[src/design/ipv4p_pkg.sv]
// ----------------------------------------------------------------------------
// ipv4p_pkg: shared types and constants of the dotted IPv4 text parser
// Holds the parse phase and radix codes, the character constants and the
// structs that travel between the parser's modules.
// ----------------------------------------------------------------------------
`default_nettype none

package ipv4p_pkg;

   // Parse phase of the string that is currently being read.
   typedef enum logic [2:0] {
      PH_START  = 3'd0,
      PH_ZERO   = 3'd1,
      PH_DIGITS = 3'd2,
      PH_ACCEPT = 3'd3,
      PH_REJECT = 3'd4
   } phase_type;

   // Number base of the current part.
   typedef enum logic [1:0] {
      RX_DEC = 2'd0,
      RX_OCT = 2'd1,
      RX_HEX = 2'd2
   } radix_type;

   localparam logic [7:0] CH_NUL   = 8'h00;
   localparam logic [7:0] CH_TAB   = 8'h09;
   localparam logic [7:0] CH_CR    = 8'h0D;
   localparam logic [7:0] CH_SPACE = 8'h20;
   localparam logic [7:0] CH_DOT   = 8'h2E;
   localparam logic [7:0] CH_ZERO  = 8'h30;
   localparam logic [7:0] CH_NINE  = 8'h39;
   localparam logic [7:0] CH_UP_A  = 8'h41;
   localparam logic [7:0] CH_UP_F  = 8'h46;
   localparam logic [7:0] CH_UP_X  = 8'h58;
   localparam logic [7:0] CH_LO_A  = 8'h61;
   localparam logic [7:0] CH_LO_F  = 8'h66;
   localparam logic [7:0] CH_LO_X  = 8'h78;

   // Largest value of the last part for two, three and four parts.
   localparam logic [31:0] LIMIT_24 = 32'h00FF_FFFF;
   localparam logic [31:0] LIMIT_16 = 32'h0000_FFFF;
   localparam logic [31:0] LIMIT_8  = 32'h0000_00FF;

   // Number of dot-separated parts kept before the last one.
   localparam int unsigned EARLIER_PARTS = 3;

   // Classification of one character.
   typedef struct packed {
      logic       is_digit;
      logic       is_zero;
      logic       is_hex_letter;
      logic       is_x;
      logic       is_dot;
      logic       is_nul;
      logic       is_space;
      logic [3:0] value;
   } char_class_type;

   // Outcome of one parse step.
   typedef struct packed {
      logic        last;
      logic        valid_res;
      logic [31:0] address;
   } step_out_type;

endpackage

`default_nettype wire

[src/design/ipv4p_req_if.sv]
// ----------------------------------------------------------------------------
// ipv4p_req_if: character channel of the dotted IPv4 text parser
// One beat carries one character of the address string.
// ----------------------------------------------------------------------------
`default_nettype none

interface ipv4p_req_if;
   logic       valid;
   logic       ready;
   logic [7:0] ch;

   modport source (output valid, output ch, input ready);
   modport sink   (input valid, input ch, output ready);
endinterface

`default_nettype wire

[src/design/ipv4p_rsp_if.sv]
// ----------------------------------------------------------------------------
// ipv4p_rsp_if: result channel of the dotted IPv4 text parser
// One beat carries the verdict and the address of one finished string.
// ----------------------------------------------------------------------------
`default_nettype none

interface ipv4p_rsp_if;
   logic        valid;
   logic        ready;
   logic        valid_res;
   logic [31:0] address;

   modport source (output valid, output valid_res, output address, input ready);
   modport sink   (input valid, input valid_res, input address, output ready);
endinterface

`default_nettype wire

[src/design/ipv4p_char_class.sv]
// ----------------------------------------------------------------------------
// ipv4p_char_class: character classifier
// Flags digits, hex letters, the hex prefix letter, dot, NUL and whitespace,
// and gives the nibble value of a digit or hex letter.
// ----------------------------------------------------------------------------
`default_nettype none

module ipv4p_char_class (
   input  logic [7:0]                ch,
   output ipv4p_pkg::char_class_type cls
);
   import ipv4p_pkg::*;

   logic is_lower_hex;
   logic is_upper_hex;

   always_comb begin
      is_lower_hex      = (ch >= CH_LO_A) && (ch <= CH_LO_F);
      is_upper_hex      = (ch >= CH_UP_A) && (ch <= CH_UP_F);
      cls.is_digit      = (ch >= CH_ZERO) && (ch <= CH_NINE);
      cls.is_zero       = (ch == CH_ZERO);
      cls.is_hex_letter = is_lower_hex || is_upper_hex;
      cls.is_x          = (ch == CH_LO_X) || (ch == CH_UP_X);
      cls.is_dot        = (ch == CH_DOT);
      cls.is_nul        = (ch == CH_NUL);
      cls.is_space      = (ch == CH_SPACE) || ((ch >= CH_TAB) && (ch <= CH_CR));
      // Letters a-f and A-F share their low nibble 1..6, which maps to 10..15.
      if (cls.is_digit) begin
         cls.value = ch[3:0];
      end else begin
         cls.value = ch[3:0] + 4'd9;
      end
   end

endmodule

`default_nettype wire

[src/design/ipv4p_core.sv]
// ----------------------------------------------------------------------------
// ipv4p_core: parse state and single-character step
// Holds the phase, the running part value, the radix and the earlier parts,
// and advances them by one character whenever a step fires.
// ----------------------------------------------------------------------------
`default_nettype none

module ipv4p_core (
   input  logic                    clock,
   input  logic                    reset,
   input  logic                    step_fire,
   input  logic [7:0]              step_ch,
   output ipv4p_pkg::step_out_type step_out
);
   import ipv4p_pkg::*;

   char_class_type cls;

   phase_type   phase_ff, phase_in;
   phase_type   eff_phase, step_phase;
   radix_type   radix_ff, radix_in, eff_radix;
   logic [31:0] accum_ff, accum_in;
   logic [1:0]  part_count_ff, part_count_in;
   logic [7:0]  part_byte_ff [EARLIER_PARTS];
   logic        part_wide_ff [EARLIER_PARTS];
   logic        part_we;

   logic        take_digit;
   logic [31:0] accum_next;
   logic [31:0] assembled;
   logic        assemble_ok;
   logic [31:0] result_value;

   ipv4p_char_class u_class (
      .ch  (step_ch),
      .cls (cls)
   );

   // A character after a leading zero that is not x/X starts an octal part
   // and is then handled as a digit-phase character.
   always_comb begin
      eff_phase = phase_ff;
      eff_radix = radix_ff;
      if ((phase_ff == PH_ZERO) && !cls.is_x) begin
         eff_phase = PH_DIGITS;
         eff_radix = RX_OCT;
      end
   end

   assign take_digit = cls.is_digit || ((eff_radix == RX_HEX) && cls.is_hex_letter);

   always_comb begin
      unique case (eff_radix)
         RX_HEX:  accum_next = {accum_ff[27:0], cls.value};
         RX_OCT:  accum_next = {accum_ff[28:0], 3'b000} + {28'd0, cls.value};
         default: accum_next = {accum_ff[28:0], 3'b000} + {accum_ff[30:0], 1'b0}
                               + {28'd0, cls.value};
      endcase
   end

   // Combine the last part with the earlier ones and check field widths.
   always_comb begin
      unique case (part_count_ff)
         2'd0: begin
            assemble_ok = 1'b1;
            assembled   = accum_ff;
         end
         2'd1: begin
            assemble_ok = (accum_ff <= LIMIT_24) && !part_wide_ff[0];
            assembled   = {part_byte_ff[0], accum_ff[23:0]};
         end
         2'd2: begin
            assemble_ok = (accum_ff <= LIMIT_16) && !part_wide_ff[0] && !part_wide_ff[1];
            assembled   = {part_byte_ff[0], part_byte_ff[1], accum_ff[15:0]};
         end
         default: begin
            assemble_ok = (accum_ff <= LIMIT_8) && !part_wide_ff[0] && !part_wide_ff[1]
                          && !part_wide_ff[2];
            assembled   = {part_byte_ff[0], part_byte_ff[1], part_byte_ff[2],
                           accum_ff[7:0]};
         end
      endcase
   end

   // Next phase.
   always_comb begin
      unique case (eff_phase)
         PH_START: begin
            if (cls.is_digit) begin
               step_phase = cls.is_zero ? PH_ZERO : PH_DIGITS;
            end else begin
               step_phase = PH_REJECT;
            end
         end
         PH_ZERO:  step_phase = PH_DIGITS;
         PH_DIGITS: begin
            priority if (take_digit) begin
               step_phase = PH_DIGITS;
            end else if (cls.is_dot) begin
               step_phase = (part_count_ff == 2'd3) ? PH_REJECT : PH_START;
            end else if (cls.is_nul || cls.is_space) begin
               step_phase = assemble_ok ? PH_ACCEPT : PH_REJECT;
            end else begin
               step_phase = PH_REJECT;
            end
         end
         PH_ACCEPT: step_phase = PH_ACCEPT;
         default:   step_phase = PH_REJECT;
      endcase
      if (!step_fire) begin
         phase_in = phase_ff;
      end else if (cls.is_nul) begin
         phase_in = PH_START;
      end else begin
         phase_in = step_phase;
      end
   end

   // Datapath outputs of the step.
   always_comb begin
      accum_in      = accum_ff;
      radix_in      = radix_ff;
      part_count_in = part_count_ff;
      part_we       = 1'b0;
      if (step_fire) begin
         if (cls.is_nul) begin
            accum_in      = '0;
            radix_in      = RX_DEC;
            part_count_in = '0;
         end else begin
            unique case (eff_phase)
               PH_START: begin
                  if (cls.is_digit) begin
                     accum_in = {28'd0, cls.value};
                     radix_in = RX_DEC;
                  end
               end
               PH_ZERO: radix_in = RX_HEX;
               PH_DIGITS: begin
                  radix_in = eff_radix;
                  priority if (take_digit) begin
                     accum_in = accum_next;
                  end else if (cls.is_dot) begin
                     if (part_count_ff != 2'd3) begin
                        part_we       = 1'b1;
                        part_count_in = part_count_ff + 2'd1;
                        accum_in      = '0;
                        radix_in      = RX_DEC;
                     end
                  end else if (cls.is_space && assemble_ok) begin
                     accum_in = assembled;
                  end else begin
                     accum_in = accum_ff;
                  end
               end
               default: accum_in = accum_ff;
            endcase
         end
      end
   end

   assign result_value       = (eff_phase == PH_DIGITS) ? assembled : accum_ff;
   assign step_out.last      = cls.is_nul;
   assign step_out.valid_res = (step_phase == PH_ACCEPT);
   assign step_out.address   = (step_phase == PH_ACCEPT) ? result_value : '0;

   always_ff @(posedge clock) begin
      if (reset) begin
         phase_ff      <= PH_START;
         radix_ff      <= RX_DEC;
         accum_ff      <= '0;
         part_count_ff <= '0;
      end else begin
         phase_ff      <= phase_in;
         radix_ff      <= radix_in;
         accum_ff      <= accum_in;
         part_count_ff <= part_count_in;
      end
   end

   always_ff @(posedge clock) begin
      if (part_we) begin
         part_byte_ff[part_count_ff] <= accum_ff[7:0];
         part_wide_ff[part_count_ff] <= |accum_ff[31:8];
      end
   end

   // A string-ending step leaves the parser ready for a fresh string.
   a_nul_restarts: assert property (@(posedge clock) disable iff (reset)
      step_fire && cls.is_nul |=> phase_ff == PH_START && part_count_ff == 2'd0
                                  && accum_ff == '0)
      else $error("parser did not restart after end of string");

   // Right after a leading zero the running value is zero.
   a_zero_accum: assert property (@(posedge clock) disable iff (reset)
      phase_ff == PH_ZERO |-> accum_ff == '0)
      else $error("nonzero value after leading zero");

   // A fourth dot rejects the string.
   a_fourth_dot: assert property (@(posedge clock) disable iff (reset)
      step_fire && cls.is_dot && phase_ff == PH_DIGITS && part_count_ff == 2'd3
      |=> phase_ff == PH_REJECT)
      else $error("fourth dot not rejected");

endmodule

`default_nettype wire

[src/design/dotted_ipv4_text_parser.sv]
// ----------------------------------------------------------------------------
// dotted_ipv4_text_parser: streaming parser for dotted IPv4 address text
// Reads an address string one character per beat on req_chan and returns one
// result beat on rsp_chan for every NUL character that ends a string.
//
// The string may use one to four parts (a, a.b, a.b.c, a.b.c.d), each part
// decimal, octal after a leading 0 or hexadecimal after 0x/0X. A string may
// end in whitespace, after which all characters up to the NUL are ignored.
// The result beat carries valid_res and the address in host order with the
// first part in bits 31..24; the address is zero for a malformed string.
//
// A character beat is taken into an input register, stepped through the
// parse state from that register and, if it is a NUL, lands in the output
// register. One character beat is taken in every cycle, but for the stall
// below. While a result waits in the output register, characters that
// give no result keep flowing; only a NUL that meets a full, stalled
// output register waits in the input register, and ready drops until the
// receiver takes the waiting result.
// Synchronous reset empties both registers and puts the parser at the
// start of a fresh string.
// ----------------------------------------------------------------------------
`default_nettype none

module dotted_ipv4_text_parser (
   input  logic        clock,
   input  logic        reset,
   ipv4p_req_if.sink   req_chan,
   ipv4p_rsp_if.source rsp_chan
);
   import ipv4p_pkg::*;

   // Input register: one character beat waiting for its parse step.
   logic       in_valid_ff, in_valid_in;
   logic [7:0] in_ch_ff, in_ch_in;

   // Output register: one result waiting for the receiver.
   logic        out_valid_ff, out_valid_in;
   logic        out_valid_res_ff, out_valid_res_in;
   logic [31:0] out_address_ff, out_address_in;

   step_out_type step_out;
   logic         out_free;
   logic         step_fire;
   logic         req_take;

   ipv4p_core u_core (
      .clock     (clock),
      .reset     (reset),
      .step_fire (step_fire),
      .step_ch   (in_ch_ff),
      .step_out  (step_out)
   );

   // The output register is free when it is empty or emptied this cycle.
   assign out_free  = !out_valid_ff || rsp_chan.ready;
   // A held character steps unless it ends a string and has nowhere to go.
   assign step_fire = in_valid_ff && (!step_out.last || out_free);
   assign req_chan.ready = !in_valid_ff || step_fire;
   assign req_take  = req_chan.valid && req_chan.ready;

   always_comb begin
      in_valid_in = in_valid_ff;
      in_ch_in    = in_ch_ff;
      if (req_take) begin
         in_valid_in = 1'b1;
         in_ch_in    = req_chan.ch;
      end else if (step_fire) begin
         in_valid_in = 1'b0;
      end
   end

   always_comb begin
      out_valid_in     = out_valid_ff;
      out_valid_res_in = out_valid_res_ff;
      out_address_in   = out_address_ff;
      if (step_fire && step_out.last) begin
         out_valid_in     = 1'b1;
         out_valid_res_in = step_out.valid_res;
         out_address_in   = step_out.address;
      end else if (rsp_chan.ready) begin
         out_valid_in = 1'b0;
      end
   end

   always_ff @(posedge clock) begin
      if (reset) begin
         in_valid_ff  <= 1'b0;
         out_valid_ff <= 1'b0;
      end else begin
         in_valid_ff  <= in_valid_in;
         out_valid_ff <= out_valid_in;
      end
   end

   // Payload registers need no reset.
   always_ff @(posedge clock) begin
      in_ch_ff         <= in_ch_in;
      out_valid_res_ff <= out_valid_res_in;
      out_address_ff   <= out_address_in;
   end

   assign rsp_chan.valid     = out_valid_ff;
   assign rsp_chan.valid_res = out_valid_res_ff;
   assign rsp_chan.address   = out_address_ff;

   // A rejected string always reports a zero address.
   a_reject_zero: assert property (@(posedge clock) disable iff (reset)
      out_valid_ff && !out_valid_res_ff |-> out_address_ff == '0)
      else $error("rejected string with nonzero address");

   // A held character that cannot step stays in the input register.
   a_in_hold: assert property (@(posedge clock) disable iff (reset)
      in_valid_ff && !step_fire |=> in_valid_ff && $stable(in_ch_ff))
      else $error("held character lost");

   // A stalled result is never overwritten by a new string's result.
   a_out_no_overwrite: assert property (@(posedge clock) disable iff (reset)
      out_valid_ff && !rsp_chan.ready |-> !(step_fire && step_out.last))
      else $error("stalled result overwritten");

endmodule

`default_nettype wire
[src/flat_wrapper.sv]
// flat-port wrapper written by rule: the top's interface ports become plain ports
module dotted_ipv4_text_parser_flat import ipv4p_pkg::*;
  (clock, reset, req_chan_valid, req_chan_ch, req_chan_ready, rsp_chan_valid, rsp_chan_valid_res, rsp_chan_address, rsp_chan_ready);
  ipv4p_req_if req_chan_i ();
  ipv4p_rsp_if rsp_chan_i ();
  input  logic clock;
  input  logic reset;
  input wire logic [$bits(req_chan_i.valid)-1:0] req_chan_valid;
  input wire logic [$bits(req_chan_i.ch)-1:0] req_chan_ch;
  output wire logic [$bits(req_chan_i.ready)-1:0] req_chan_ready;
  output wire logic [$bits(rsp_chan_i.valid)-1:0] rsp_chan_valid;
  output wire logic [$bits(rsp_chan_i.valid_res)-1:0] rsp_chan_valid_res;
  output wire logic [$bits(rsp_chan_i.address)-1:0] rsp_chan_address;
  input wire logic [$bits(rsp_chan_i.ready)-1:0] rsp_chan_ready;
  assign req_chan_i.valid = req_chan_valid;
  assign req_chan_i.ch = req_chan_ch;
  assign req_chan_ready = req_chan_i.ready;
  assign rsp_chan_valid = rsp_chan_i.valid;
  assign rsp_chan_valid_res = rsp_chan_i.valid_res;
  assign rsp_chan_address = rsp_chan_i.address;
  assign rsp_chan_i.ready = rsp_chan_ready;
  dotted_ipv4_text_parser u_core (.clock(clock), .reset(reset), .req_chan(req_chan_i), .rsp_chan(rsp_chan_i));
endmodule
[config.mk]
export PLATFORM = sky130hd
export DESIGN_NAME = dotted_ipv4_text_parser_flat
export DESIGN_NICKNAME = d
export VERILOG_FILES = /design/src/design/ipv4p_pkg.sv /design/src/design/ipv4p_req_if.sv /design/src/design/ipv4p_rsp_if.sv /design/src/design/ipv4p_char_class.sv /design/src/design/ipv4p_core.sv /design/src/design/dotted_ipv4_text_parser.sv /design/src/flat_wrapper.sv
export SDC_FILE = /design/constraint.sdc
export NUM_CORES = 1
export LEC_CHECK = 0
export CORE_UTILIZATION = 40
export CTS_BUF_LIST = sky130_fd_sc_hd__clkbuf_4
export CTS_CLUSTER_DIAMETER = 60
export CTS_CLUSTER_SIZE = 20
export DETAILED_ROUTE_END_ITERATION = 8
export DONT_BUFFER_PORTS = 1
export GPL_ROUTABILITY_DRIVEN = 1
export GPL_TIMING_DRIVEN = 0
export PLACE_DENSITY_LB_ADDON = 0.1
export RECOVER_POWER = 100
export SETUP_SLACK_MARGIN = 0.1
export SYNTH_ARGS = -nofsm -noshare
export SYNTH_HDL_FRONTEND = slang
export SYNTH_SLANG_ARGS = --single-unit
[constraint.sdc]
create_clock -name clock -period 12.4 [get_ports clock]
set_input_delay 1.86 -clock clock [delete_from_list [all_inputs] [get_ports clock]]
set_output_delay 1.86 -clock clock [all_outputs]
set_load 0.05 [all_outputs]
==> results.json <==
{
  "antenna_left": 0,
  "vias_per_cell": 6.25,
  "synth_warnings": 0,
  "required_ns": 12.89,
  "max_freq_ghz": 0.177,
  "setup_viol": 0,
  "start_util_pct": 41.0,
  "status": "finished, violations left",
  "final_max_slew_viol_count": 39,
  "first_pass_iters": 5,
  "wl_met2_mm": 12.6,
  "ctsHoldBuffers": 0,
  "synth_area_per_cell_um2": 8.88,
  "async_flop_share_pct": 0,
  "critPathArrivalTime_ns": 6.15,
  "worst_slew_pin_slew_ns": 1.60,
  "grt_pass1_wl_mm": 42.1,
  "violations": "max-capacitance violations, max-slew violations",
  "synth_commonest_cells": "nor2_1 (85), ha_1 (72), nand2_1 (72), edfxtp_1 (68)",
  "cts_root_buf": "clkbuf_4",
  "finalWorstPathRequiredPeriod_ns": 5.66,
  "hold_viol": 0,
  "rsz0062_at_grt": "no",
  "yosysTopAreaCellShare_pct": 24.4,
  "yosysTopAreaCell": "edfxtp_1",
  "cts_repair_resize_count": 0,
  "cts_buffers": 9,
  "dr_wl_met3_mm": 1.79,
  "endpoint_kind": "register",
  "die_y_um": 147,
  "tns_ns": 0,
  "nets": 1039,
  "antenna_found_initial": 0,
  "dp_hpwl_mm": 21.0,
  "startpoint_type": "register",
  "n_fill_cell": 2058,
  "multiInputGateArea_mm2": 0.00505,
  "finalPower_uw": 615,
  "pin_count": 47,
  "clkLatencyLatePin_ns": 0.53,
  "dieArea_mm2": 0.0215,
  "cts_buffer_depth": 2,
  "period_share_pct": 45.6,
  "powerDensity_mw_per_mm2": 69.9,
  "yosys-top-cells-area": "edfxtp_1 (24%), ha_1 (11%), dfxtp_1 (9.8%)",
  "ys_seq_elements": 109,
  "syn_area_mm2": 0.00835,
  "drt-met1-wl_mm": 12.1,
  "fin_skew_ns": 0.0250,
  "synth_fp_nets": 1027,
  "row_count": 52,
  "cts_setup_buffers": 0,
  "ys_seq_area_share_pct": 34.3,
  "grt_max_degree": 28,
  "routed_wirelength_mm": 27.1,
  "peakVddDrop_uv": 48.6,
  "critPathKind": "reg -> reg",
  "synth_edf_count": 68,
  "num_vias": 7670,
  "worstPathMaxFanout": 8,
  "die_width_um": 147,
  "synthesis.instances": 941,
  "gr-usage-all-layers_pct": 25.5,
  "highest_layer": "met4",
  "wire_per_inst_um": 22.1,
  "grt-ovfl-total": 0,
  "dr.first_iter.drc_count": 691,
  "ys.flop_type": "edfxtp_1",
  "cts_max_level": 3,
  "placed_area_mm2": 0.00872,
  "maxCapViolations": 2,
  "drive_gt1_share_pct": 5.11,
  "final_area_mm2": 0.00879,
  "path_clk_slew_ns": 0.19,
  "clock_sinks": 109,
  "core_mm2": 0.0204,
  "worstHoldPathType": "reg -> reg",
  "maxSlewHeadroom_pct": -7.85,
  "grt_pass1_vias": 7302,
  "diodes": 0,
  "place_congestion": 0.936,
  "p_leak_uw": 0.00330,
  "route.detailed.drc": 0,
  "cts_tree": "built",
  "synth_cell_types": 85,
  "synth.most_common_cell": "nor2_1",
  "syn_to_final_growth_pct": 5.23,
  "regArea_mm2": 0.00286,
  "port_buffers": 0
}
[critical path: stages, from the launching register on]
cell and delay (ns):
edfxtp_1 0.47, inv_1 0.16, ha_1 0.24, o21bai_1 0.16, a2111o_1 0.57, nand2_1 0.12, xnor2_1 0.16, fa_1 0.58
fa_1 0.22, a21oi_1 0.11, o311ai_0 0.53, a211oi_1 0.23, nor4b_1 1.04, o211ai_1 0.25, and3b_1 0.24, o21ai_0 0.36
a22o_1 0.18
[per-stage QoR]
stage / setup slack [ns] / hold slack [ns] / std cells / utilization (%)
global route: 6.44 / 0.579 / 1228 / 43.2
global placement: 7.33 / 0.490 / 1211 / 42.7
finish: 6.74 / 0.528 / 1228 / 43.2
detailed placement: 7.35 / 0.497 / 1212 / 42.8
floorplan: 8.05 / 0.452 / 941 / -
CTS: 7.32 / 0.523 / 1228 / 43.5
[final timing paths]
path	endpoint	startpoint	cells past startpoint	slack (ns)
max	u_core.u_core.accum_ff[26]	u_core.in_ch_ff[0]	16	6.74
max reg2reg	u_core.u_core.accum_ff[26]	u_core.in_ch_ff[0]	16	6.74
min reg2reg	u_core.u_core.radix_ff[0]	u_core.u_core.radix_ff[0]	2	0.53
min	u_core.u_core.radix_ff[0]	u_core.u_core.radix_ff[0]	2	0.53
[flip-flops by register name, indices dropped and copies added, names as in the netlist]
register                     count
u_core.rsp_chan.address         32
u_core.u_core.accum_ff          32
u_core.in_valid_ff               1
u_core.in_ch_ff                  8
u_core.rsp_chan.valid            1
u_core.rsp_chan.valid_res        1
u_core.u_core.radix_ff           2
u_core.u_core.part_count_ff      2
u_core.u_core.part_wide_ff       3
u_core.u_core.part_byte_ff      24
u_core.u_core.phase_ff           3
[routing by layer]
layer  vias to the layer above  track usage [%]
li1                       3626                -
met1                      3717             34.8
met2                       283             41.2
met3                        44             4.25
met4                         0             7.86
met5                         -                0
[kinds of logic after synthesis]
group,Yosys count,share of synthesized area (%)
adder cells (fa/ha/maj),74,11.3
flip-flops,109,34.3
XOR/XNOR,39,4.09
AND/OR/NAND/NOR,331,20.3
buffers and inverters,92,4.73
multiplexers,4,0.479
AO/OA/AOI/OAI,292,24.8
[power by group]
group	leakage, µW	internal (µW)	switching, µW
Sequential	0.00101	385	3.31
Clock	0.0000777	47.9	143
Combinational	0.00221	11.9	23.8
[placed cells by master (no fill, tap or decap), types with 26 or more instances in the layout]
master,instances
a21oi_1,57
nand3_1,32
dfxtp_1,41
a32oi_1,31
xnor2_1,26
edfxtp_1,68
nor2_1,85
ha_1,72
clkbuf_1,49
nand2_1,72
nor3_1,27
o21ai_0,60
inv_1,28
[final cells by class]
class / instances / area share, %
multi-input cells: 740 / 57.5
flip-flops and latches: 109 / 32.6
well taps: 270 / 3.84
plain buffers: 63 / 3.22
inverters: 29 / 1.24
clock inverters: 7 / 0.840
clock buffers: 9 / 0.769
repair buffers: 1 / 0.0427
No activity file was read; power rests on OpenSTA's default activity.
